**config.mk**
```make
export PLATFORM = sky130hd
export DESIGN_NAME = occlusion_query_table
export DESIGN_NICKNAME = d
export VERILOG_FILES = /design/src/rtl/oqt_pkg.sv /design/src/rtl/oqt_ram.sv /design/src/rtl/oqt_scan.sv /design/src/rtl/occlusion_query_table.sv
export SDC_FILE = /design/constraint.sdc
export NUM_CORES = 1
export LEC_CHECK = 0
export BUFFER_PORTS_ARGS = -buffer_cell sky130_fd_sc_hd__buf_2
export CAP_MARGIN = 30
export CORE_UTILIZATION = 62
export DETAILED_ROUTE_END_ITERATION = 10
export PLACE_DENSITY = 0.82
export SLEW_MARGIN = 0
export SYNTH_ARGS = -nofsm -noshare
export SYNTH_HDL_FRONTEND = slang
export SYNTH_HIERARCHICAL = 1
export SYNTH_SLANG_ARGS = --single-unit
```
**constraint.sdc**
```tcl
create_clock -name clock -period 6.7 [get_ports clock]
set_input_delay 1.005 -clock clock [delete_from_list [all_inputs] [get_ports clock]]
set_output_delay 1.005 -clock clock [all_outputs]
set_load 0.02 [all_outputs]
```
**src/rtl/oqt_pkg.sv**
```systemverilog
// oqt_pkg: shared types and constants of the occlusion query table
// action and status codes, field widths and the scan unit result struct
// no dependencies
package oqt_pkg;

   // default size of the slot pool
   localparam int NUM_SLOTS_DEFAULT = 16;
   // ids are four bits wide, so at most sixteen slots can be handed out
   localparam int MAX_IDS           = 16;

   // field widths
   localparam int ACTION_W = 3;
   localparam int QID_W    = 4;
   localparam int COUNT_W  = 5;
   localparam int SAMPLE_W = 8;
   localparam int VALUE_W  = 32;
   localparam int STATUS_W = 2;

   // command codes
   localparam logic [ACTION_W-1:0] ACT_ALLOC      = 3'd0;
   localparam logic [ACTION_W-1:0] ACT_DELETE     = 3'd1;
   localparam logic [ACTION_W-1:0] ACT_IS_QUERY   = 3'd2;
   localparam logic [ACTION_W-1:0] ACT_BEGIN      = 3'd3;
   localparam logic [ACTION_W-1:0] ACT_END        = 3'd4;
   localparam logic [ACTION_W-1:0] ACT_GET_RESULT = 3'd5;
   localparam logic [ACTION_W-1:0] ACT_ADD        = 3'd6;

   // result status codes
   localparam logic [STATUS_W-1:0] ST_OK     = 2'd0;
   localparam logic [STATUS_W-1:0] ST_NOROOM = 2'd1;
   localparam logic [STATUS_W-1:0] ST_UNDEF  = 2'd2;
   localparam logic [STATUS_W-1:0] ST_NOTIN  = 2'd3;

   // what the scan unit reports about the free slots around the scan index
   typedef struct packed {
      logic free_here;
      logic free_above;
      logic any_free;
   } scan_info_type;

endpackage

```
**src/rtl/oqt_ram.sv**
```systemverilog
// oqt_ram: generic single write port, single read port RAM
// read data is registered; contents are undefined until written
// no dependencies
module oqt_ram #(
   parameter int WIDTH = 32,
   parameter int DEPTH = 16
) (
   input  logic                     clock,
   input  logic                     wr_en,
   input  logic [$clog2(DEPTH)-1:0] wr_addr,
   input  logic [WIDTH-1:0]         wr_data,
   input  logic                     rd_en,
   input  logic [$clog2(DEPTH)-1:0] rd_addr,
   output logic [WIDTH-1:0]         rd_data
);

   logic [WIDTH-1:0] mem [DEPTH];
   logic [WIDTH-1:0] rd_data_ff;

   // write port
   always_ff @(posedge clock) begin
      if (wr_en) begin
         mem[wr_addr] <= wr_data;
      end
   end

   // registered read port
   always_ff @(posedge clock) begin
      if (rd_en) begin
         rd_data_ff <= mem[rd_addr];
      end
   end

   assign rd_data = rd_data_ff;

endmodule

```
**src/rtl/oqt_scan.sv**
```systemverilog
// oqt_scan: free slot scan unit shared by every step of an allocation
// looks at one slot index per cycle, unless a grant waits on the output,
// and tells whether free slots lie above it; depends on oqt_pkg
module oqt_scan #(
   parameter int LIMIT = 16
) (
   input  logic [LIMIT-1:0]         free_vec,
   input  logic [$clog2(LIMIT)-1:0] idx,
   output oqt_pkg::scan_info_type   info
);

   logic [LIMIT-1:0] above_mask;

   // slots strictly above the scan index
   always_comb begin
      for (int j = 0; j < LIMIT; j++) begin
         above_mask[j] = (j > int'(idx));
      end
   end

   assign info.free_here  = free_vec[idx];
   assign info.free_above = |(free_vec & above_mask);
   assign info.any_free   = |free_vec;

endmodule

```
**src/rtl/occlusion_query_table.sv**
```systemverilog
// occlusion_query_table: pool of occlusion query slots with one active query
// sequencer, slot valid bits, active query registers and the sample counter
// depends on oqt_pkg, oqt_scan, oqt_ram
//
//   channel | direction | tdata (low bit up)                       | tuser        | tlast
//   req_    | in        | query_id[3:0] count[8:4] sample_cnt[16:9] | action[2:0]  | -
//   rsp_    | out       | result_id[3:0] result_value[35:4] exists  | status[1:0]  | last
//
// a command is accepted in the idle state and executed in the exec state, and no new
// command is taken until it is done; an alloc that grants ids then steps through
// each slot from zero up to the slot of its final id, granted or skipped, and gives
// one result per id
// the count store needs no clearing pass after reset: every slot is zeroed when
// it is allocated; reset clears valid bits, active query and sample counter
// a full output register stalls execution until rsp_tready takes the transfer
module occlusion_query_table #(
   parameter int NUM_SLOTS = oqt_pkg::NUM_SLOTS_DEFAULT
) (
   input  logic        clock,
   input  logic        reset,
   // command channel
   input  logic        req_tvalid,
   output logic        req_tready,
   input  logic [23:0] req_tdata,  // query_id[3:0], count[8:4], sample_count[16:9]
   input  logic [2:0]  req_tuser,  // action[2:0]
   // result channel
   output logic        rsp_tvalid,
   input  logic        rsp_tready,
   output logic [39:0] rsp_tdata,  // result_id[3:0], result_value[35:4], exists[36]
   output logic [1:0]  rsp_tuser,  // status[1:0]
   output logic        rsp_tlast
);

   localparam int LIMIT  = (NUM_SLOTS < oqt_pkg::MAX_IDS) ? NUM_SLOTS : oqt_pkg::MAX_IDS;
   localparam int IDX_W  = $clog2(LIMIT);
   localparam int SLOT_W = $clog2(NUM_SLOTS);

   localparam logic [1:0] S_IDLE = 2'd0;
   localparam logic [1:0] S_EXEC = 2'd1;
   localparam logic [1:0] S_SCAN = 2'd2;

   // sequencer and latched command
   logic [1:0]                     state_ff, state_in;
   logic [oqt_pkg::ACTION_W-1:0]   act_ff, act_in;
   logic [oqt_pkg::QID_W-1:0]      qid_ff, qid_in;
   logic [oqt_pkg::COUNT_W-1:0]    want_ff, want_in;
   logic [oqt_pkg::SAMPLE_W-1:0]   samp_ff, samp_in;
   logic [IDX_W-1:0]               idx_ff, idx_in;
   logic [oqt_pkg::COUNT_W-1:0]    granted_ff, granted_in;

   // pool state
   logic [NUM_SLOTS-1:0]           valid_ff, valid_in;
   logic                           active_valid_ff, active_valid_in;
   logic [SLOT_W-1:0]              active_slot_ff, active_slot_in;
   logic [oqt_pkg::VALUE_W-1:0]    running_ff, running_in;

   // output register
   logic                           rsp_valid_ff, rsp_valid_in;
   logic [oqt_pkg::QID_W-1:0]      rsp_id_ff, rsp_id_in;
   logic [oqt_pkg::VALUE_W-1:0]    rsp_value_ff, rsp_value_in;
   logic                           rsp_exists_ff, rsp_exists_in;
   logic [oqt_pkg::STATUS_W-1:0]   rsp_status_ff, rsp_status_in;
   logic                           rsp_last_ff, rsp_last_in;

   // count store ports
   logic                           ram_wr_en;
   logic [SLOT_W-1:0]              ram_wr_addr;
   logic [oqt_pkg::VALUE_W-1:0]    ram_wr_data;
   logic                           ram_rd_en;
   logic [SLOT_W-1:0]              ram_rd_addr;
   logic [oqt_pkg::VALUE_W-1:0]    ram_rd_data;

   logic                           req_xfer;
   logic                           out_free;
   logic                           in_range;
   logic [SLOT_W-1:0]              q_slot;
   logic                           ex;
   logic [oqt_pkg::COUNT_W-1:0]    granted_next;
   logic                           grant_last;
   logic [LIMIT-1:0]               free_vec;
   oqt_pkg::scan_info_type         scan_info;

   assign req_tready = (state_ff == S_IDLE);
   assign req_xfer   = req_tvalid && req_tready;
   assign out_free   = !rsp_valid_ff || rsp_tready;

   // lookups for the latched command
   assign in_range     = (int'(qid_ff) < NUM_SLOTS);
   assign q_slot       = SLOT_W'(qid_ff);
   assign ex           = in_range && valid_ff[q_slot];
   assign free_vec     = ~valid_ff[LIMIT-1:0];
   assign granted_next = granted_ff + oqt_pkg::COUNT_W'(1);
   assign grant_last   = (granted_next == want_ff) || !scan_info.free_above;

   oqt_scan #(
      .LIMIT (LIMIT)
   ) u_scan (
      .free_vec (free_vec),
      .idx      (idx_ff),
      .info     (scan_info)
   );

   // count store is read on the command transfer, ready for execution
   assign ram_rd_en   = req_xfer;
   assign ram_rd_addr = SLOT_W'(req_tdata[3:0]);

   oqt_ram #(
      .WIDTH (oqt_pkg::VALUE_W),
      .DEPTH (NUM_SLOTS)
   ) u_count_ram (
      .clock   (clock),
      .wr_en   (ram_wr_en),
      .wr_addr (ram_wr_addr),
      .wr_data (ram_wr_data),
      .rd_en   (ram_rd_en),
      .rd_addr (ram_rd_addr),
      .rd_data (ram_rd_data)
   );

   // sequencer next state
   always_comb begin
      state_in        = state_ff;
      act_in          = act_ff;
      qid_in          = qid_ff;
      want_in         = want_ff;
      samp_in         = samp_ff;
      idx_in          = idx_ff;
      granted_in      = granted_ff;
      valid_in        = valid_ff;
      active_valid_in = active_valid_ff;
      active_slot_in  = active_slot_ff;
      running_in      = running_ff;
      rsp_valid_in    = rsp_valid_ff && !rsp_tready;
      rsp_id_in       = rsp_id_ff;
      rsp_value_in    = rsp_value_ff;
      rsp_exists_in   = rsp_exists_ff;
      rsp_status_in   = rsp_status_ff;
      rsp_last_in     = rsp_last_ff;
      ram_wr_en       = 1'b0;
      ram_wr_addr     = q_slot;
      ram_wr_data     = '0;

      unique case (state_ff)
         S_IDLE: begin
            if (req_xfer) begin
               act_in   = req_tuser;
               qid_in   = req_tdata[3:0];
               want_in  = req_tdata[8:4];
               samp_in  = req_tdata[16:9];
               state_in = S_EXEC;
            end
         end

         S_EXEC: begin
            if (act_ff == oqt_pkg::ACT_ALLOC && want_ff != '0 && scan_info.any_free) begin
               // start the scan at the lowest slot
               idx_in     = '0;
               granted_in = '0;
               state_in   = S_SCAN;
            end else if (out_free) begin
               rsp_valid_in  = 1'b1;
               rsp_id_in     = '0;
               rsp_value_in  = '0;
               rsp_exists_in = 1'b0;
               rsp_status_in = oqt_pkg::ST_OK;
               rsp_last_in   = 1'b1;
               state_in      = S_IDLE;
               unique case (act_ff)
                  oqt_pkg::ACT_ALLOC: begin
                     // zero count gives an empty ok result, else the pool is full
                     if (want_ff != '0) begin
                        rsp_status_in = oqt_pkg::ST_NOROOM;
                     end
                  end
                  oqt_pkg::ACT_DELETE: begin
                     if (ex) begin
                        if (active_valid_ff && active_slot_ff == q_slot) begin
                           active_valid_in = 1'b0;
                           active_slot_in  = '0;
                        end
                        valid_in[q_slot] = 1'b0;
                        rsp_exists_in    = 1'b1;
                     end else begin
                        rsp_status_in = oqt_pkg::ST_UNDEF;
                     end
                  end
                  oqt_pkg::ACT_IS_QUERY: begin
                     rsp_exists_in = ex;
                  end
                  oqt_pkg::ACT_BEGIN: begin
                     running_in = '0;
                     if (ex) begin
                        ram_wr_en       = 1'b1;
                        ram_wr_addr     = q_slot;
                        active_valid_in = 1'b1;
                        active_slot_in  = q_slot;
                        rsp_exists_in   = 1'b1;
                     end else begin
                        rsp_status_in = oqt_pkg::ST_UNDEF;
                     end
                  end
                  oqt_pkg::ACT_END: begin
                     rsp_exists_in = ex;
                     if (active_valid_ff) begin
                        ram_wr_en       = 1'b1;
                        ram_wr_addr     = active_slot_ff;
                        ram_wr_data     = running_ff;
                        active_valid_in = 1'b0;
                        active_slot_in  = '0;
                     end else begin
                        rsp_status_in = oqt_pkg::ST_NOTIN;
                     end
                  end
                  oqt_pkg::ACT_GET_RESULT: begin
                     if (ex) begin
                        rsp_value_in  = ram_rd_data;
                        rsp_exists_in = 1'b1;
                     end else begin
                        rsp_status_in = oqt_pkg::ST_UNDEF;
                     end
                  end
                  oqt_pkg::ACT_ADD: begin
                     running_in    = running_ff + oqt_pkg::VALUE_W'(samp_ff);
                     rsp_exists_in = ex;
                  end
                  default: begin
                     // unused code: empty ok result
                  end
               endcase
            end
         end

         S_SCAN: begin
            if (!scan_info.free_here) begin
               // a free slot lies further up, step over this one
               idx_in = IDX_W'(idx_ff + 1'b1);
            end else if (out_free) begin
               // grant this slot and zero its count
               valid_in[SLOT_W'(idx_ff)] = 1'b1;
               ram_wr_en     = 1'b1;
               ram_wr_addr   = SLOT_W'(idx_ff);
               rsp_valid_in  = 1'b1;
               rsp_id_in     = oqt_pkg::QID_W'(idx_ff);
               rsp_value_in  = '0;
               rsp_exists_in = 1'b1;
               rsp_last_in   = grant_last;
               rsp_status_in = (grant_last && granted_next != want_ff)
                               ? oqt_pkg::ST_NOROOM : oqt_pkg::ST_OK;
               if (grant_last) begin
                  state_in = S_IDLE;
               end else begin
                  idx_in     = IDX_W'(idx_ff + 1'b1);
                  granted_in = granted_next;
               end
            end
         end

         default: begin
            state_in = S_IDLE;
         end
      endcase
   end

   // control registers
   always_ff @(posedge clock) begin
      if (reset) begin
         state_ff        <= S_IDLE;
         valid_ff        <= '0;
         active_valid_ff <= 1'b0;
         active_slot_ff  <= '0;
         running_ff      <= '0;
         rsp_valid_ff    <= 1'b0;
      end else begin
         state_ff        <= state_in;
         valid_ff        <= valid_in;
         active_valid_ff <= active_valid_in;
         active_slot_ff  <= active_slot_in;
         running_ff      <= running_in;
         rsp_valid_ff    <= rsp_valid_in;
      end
   end

   // payload registers
   always_ff @(posedge clock) begin
      act_ff        <= act_in;
      qid_ff        <= qid_in;
      want_ff       <= want_in;
      samp_ff       <= samp_in;
      idx_ff        <= idx_in;
      granted_ff    <= granted_in;
      rsp_id_ff     <= rsp_id_in;
      rsp_value_ff  <= rsp_value_in;
      rsp_exists_ff <= rsp_exists_in;
      rsp_status_ff <= rsp_status_in;
      rsp_last_ff   <= rsp_last_in;
   end

   // result channel
   assign rsp_tvalid = rsp_valid_ff;
   assign rsp_tdata  = {3'b000, rsp_exists_ff, rsp_value_ff, rsp_id_ff};
   assign rsp_tuser  = rsp_status_ff;
   assign rsp_tlast  = rsp_last_ff;

endmodule

```
==> impl_metrics.yaml <==
worst_setup_path:
  slowest_stage: "nor2_4"
  cp-start-kind: "flip-flop"
  rrSetupSlack_ps: 1280
  endpoint_kind: "flip-flop"
  path_max_fanout: 21
  path_cells: "mux4_1, mux4_2, and2_0, o21ai_0, o22ai_1, a21oi_1, nand2_1, nor2_4, buf_4"
  crit_path_max_incr_delay_ps: 820
  cp.required_ps: 6960
  crit_arrival_ps: 5680
  critPathKind: "flip-flop to flip-flop"
pwr:
  powerDensity_mw_per_mm2: 282
  internal_power_mw: 6.64
  sw_frac_of_total_pct: 21.8
  seqPwrFrac_pct: 54.5
  power_leakage_nw: 11.0
  switchingPower_mw: 1.85
  combPwrFrac_pct: 4.8
  pwr-share-clk_pct: 40.7
  irDropWorstVdd_uv: 228
logic_synthesis:
  ys_async_sr_fraction_pct: 0
  yosysTopAreaCell: "edfxtp_1"
  yosysMostFrequentCell: "edfxtp_1"
  synth-xor-area-share_pct: 1.52
  synth_warnings: 6
  avgSynthCellArea_sq_um: 18.0
  synth_compound_gate_area_share_pct: 5.15
  synth_top_cell_area_share_pct: 68.3
  synth_top_family_by_area: "multiplexers"
  synthSimpleGateAreaFrac_pct: 6.11
  synthAdderAreaFrac_pct: 0.855
  synth_edf_count: 613
  synthCells: 1494
  ys_ff_latch: 669
  synth.cell_area_sq_mm: 0.0269
  synth.area.top_cells: "edfxtp_1, mux4_2, dfxtp_1"
  synth.area.mux_share_pct: 11.8
  synth_seq_area_share_pct: 72.5
  yosys-top-cells-count: "edfxtp_1, mux4_2, nor2_1"
  synth.distinct_cells: 73
  synth_top_flop_cell: "edfxtp_1"
floorplan:
  row_count: 75
  die-height_um: 210
  die_x_um: 210
  initial_utilization_pct: 63.5
  io-pin-count: 76
  coreArea_sq_mm: 0.0424
  design.die.area_sq_mm: 0.0443
flow_run:
  max-cap-violations: 0
placement:
  placed_area_sq_mm: 0.0281
  post-dp-hpwl_mm: 32.7
  dp.cells: 2090
  globalplace.congestion: 0.856
  portBuffers: 65
clocking:
  cts_resized: 0
  numClockSinks: 669
  clk_path_buf_depth: 3
  cts_buffers: 66
  post_cts_buffers: 0
  clk_pin_slew_ps: 60
  cts_max_level: 3
  clk_root_buffer_cell: "clkbuf_16"
  cts_tree: "done"
  cts_hold_buffers: 0
  clock_latency_ps: 600
grt:
  grt_pass1_vias: 14600
  antenna_found_initial: 0
  grt_max_degree: 69
  overflow: 0
  grt_pass1_wl_mm: 87.7
  grt.total_usage_pct: 26.8
detailed_routing:
  viasPerCell: 6.52
  drc: 0
  drtAntennaViolNets: 0
  firstDrtPassIters: 5
  vias: 14400
  wl_per_cell_um: 26.1
  routed_wirelength_mm: 57.6
  drtIter0Drc: 1620
sta:
  slew_headroom_pct: 32.9
  rsz0062_at_grt: "no"
  fin_setup_tns_ps: 0
  period_needed_ps: 5420
  worst_slew_pin_slew_ps: 1000
  fin_skew_ps: 35.4
  finalHoldViolations: 0
  slew_violations: 0
  period_share_pct: 80.9
  max_freq_ghz: 0.184
  finalSetupViolCount: 0
cells_and_area:
  area_growth_pct: 11.6
  register_area_sq_mm: 0.0195
  postLayoutCoreUtil_pct: 70.9
  layoutNonFillerInstCount: 2208
  final_area_sq_mm: 0.0301
  fill_cells: 2530
  drive_above_1_share_pct: 22.1
  multi_input_area_sq_mm: 0.00700
  nets: 1630
worst_hold_path:
  hp-class: "flip-flop to flip-flop"
run_status:
  status: "complete, no violations"
==> final timing paths <==
| kind | start | endpoint | cells after the start |
|---|---|---|---|
| setup / recovery | idx_ff[2] | u_count_ram/mem[15][14] | 9 |
| setup reg to reg | idx_ff[2] | u_count_ram/mem[15][14] | 9 |
| hold reg to reg | running_ff[31] | running_ff[31] | 2 |
| hold / removal | running_ff[31] | running_ff[31] | 2 |
==> worst max-delay path, delay by kind of cell (launching register included) <==
family / cells / cell delay [ps]
simple gates: 3 / 1530
mux: 2 / 1210
compound gates: 3 / 1180
flops: 1 / 770
buf+inv: 1 / 400
==> layout make-up <==
| type | instances | share of cell area [%] |
|---|---|---|
| flip-flops and latches | 669 | 65.0 |
| multi-input cells | 708 | 23.3 |
| clock buffers | 82 | 5.77 |
| well taps | 577 | 2.40 |
| repair buffers | 102 | 2.26 |
| clock inverters | 34 | 0.849 |
| inverters | 35 | 0.437 |
| diodes | 1 | 0.00833 |
==> power groups by stage <==
stage / combinational (mW) / sequential, mW / clock (mW)
2_1_floorplan: 0.259 / 4.73 / 0
3_3_place_gp: 0.397 / 4.71 / 0
3_5_place_dp: 0.410 / 4.71 / 0
4_1_cts: 0.413 / 4.62 / 3.49
5_1_grt: 0.441 / 4.63 / 3.65
6_report: 0.411 / 4.62 / 3.45
==> layout by cell type (no fill, tap or decap), drive strengths merged, types with 17 or more instances in the layout <==
cell,n
mux4,136
nor3,21
buf,101
edfxtp,613
and2,71
nand2,60
a21oi,17
clkinv,29
clkbuf,83
a22oi,70
dfxtp,56
nand3,18
nor2,80
inv,36
xor2,28
==> routing by layer <==
layer  up-vias  global-route usage, %  part of all wire, %
met5         -                      0                    0
met2       768                   43.3                   49
met4         0                   9.05                  2.9
met1      7343                   38.1                   40
li1       6164                      -                    -
met3       125                   4.16                  8.4
==> logic make-up (layout without fill, tap and decap cells) <==
family / Yosys count / count (layout)
compound gates: 182 / 182
xor+xnor: 42 / 42
fa+ha+maj: 18 / 18
buf+inv: 119 / 253
flops: 669 / 669
mux: 145 / 145
other cells: 1 / 4
simple gates: 318 / 318
==> state kept, by name, summed over array words and instances, names as in the netlist, 5 cells and up <==
signal and count:
u_count_ram/rd_data 32, rsp_value_ff 32, u_count_ram/mem 512, valid_ff 16, samp_ff 8, granted_ff 5
running_ff 32, want_ff 5
==> metrics by stage <==
stage	hold WS (ps)	setup slack, ps	power (mW)
2_1_floorplan	454	1290	4.98
3_3_place_gp	464	1610	5.10
3_5_place_dp	489	1420	5.12
4_1_cts	500	1410	8.53
5_1_grt	510	1130	8.71
6_report	505	1280	8.49
Power figures use the tool's default switching activity.
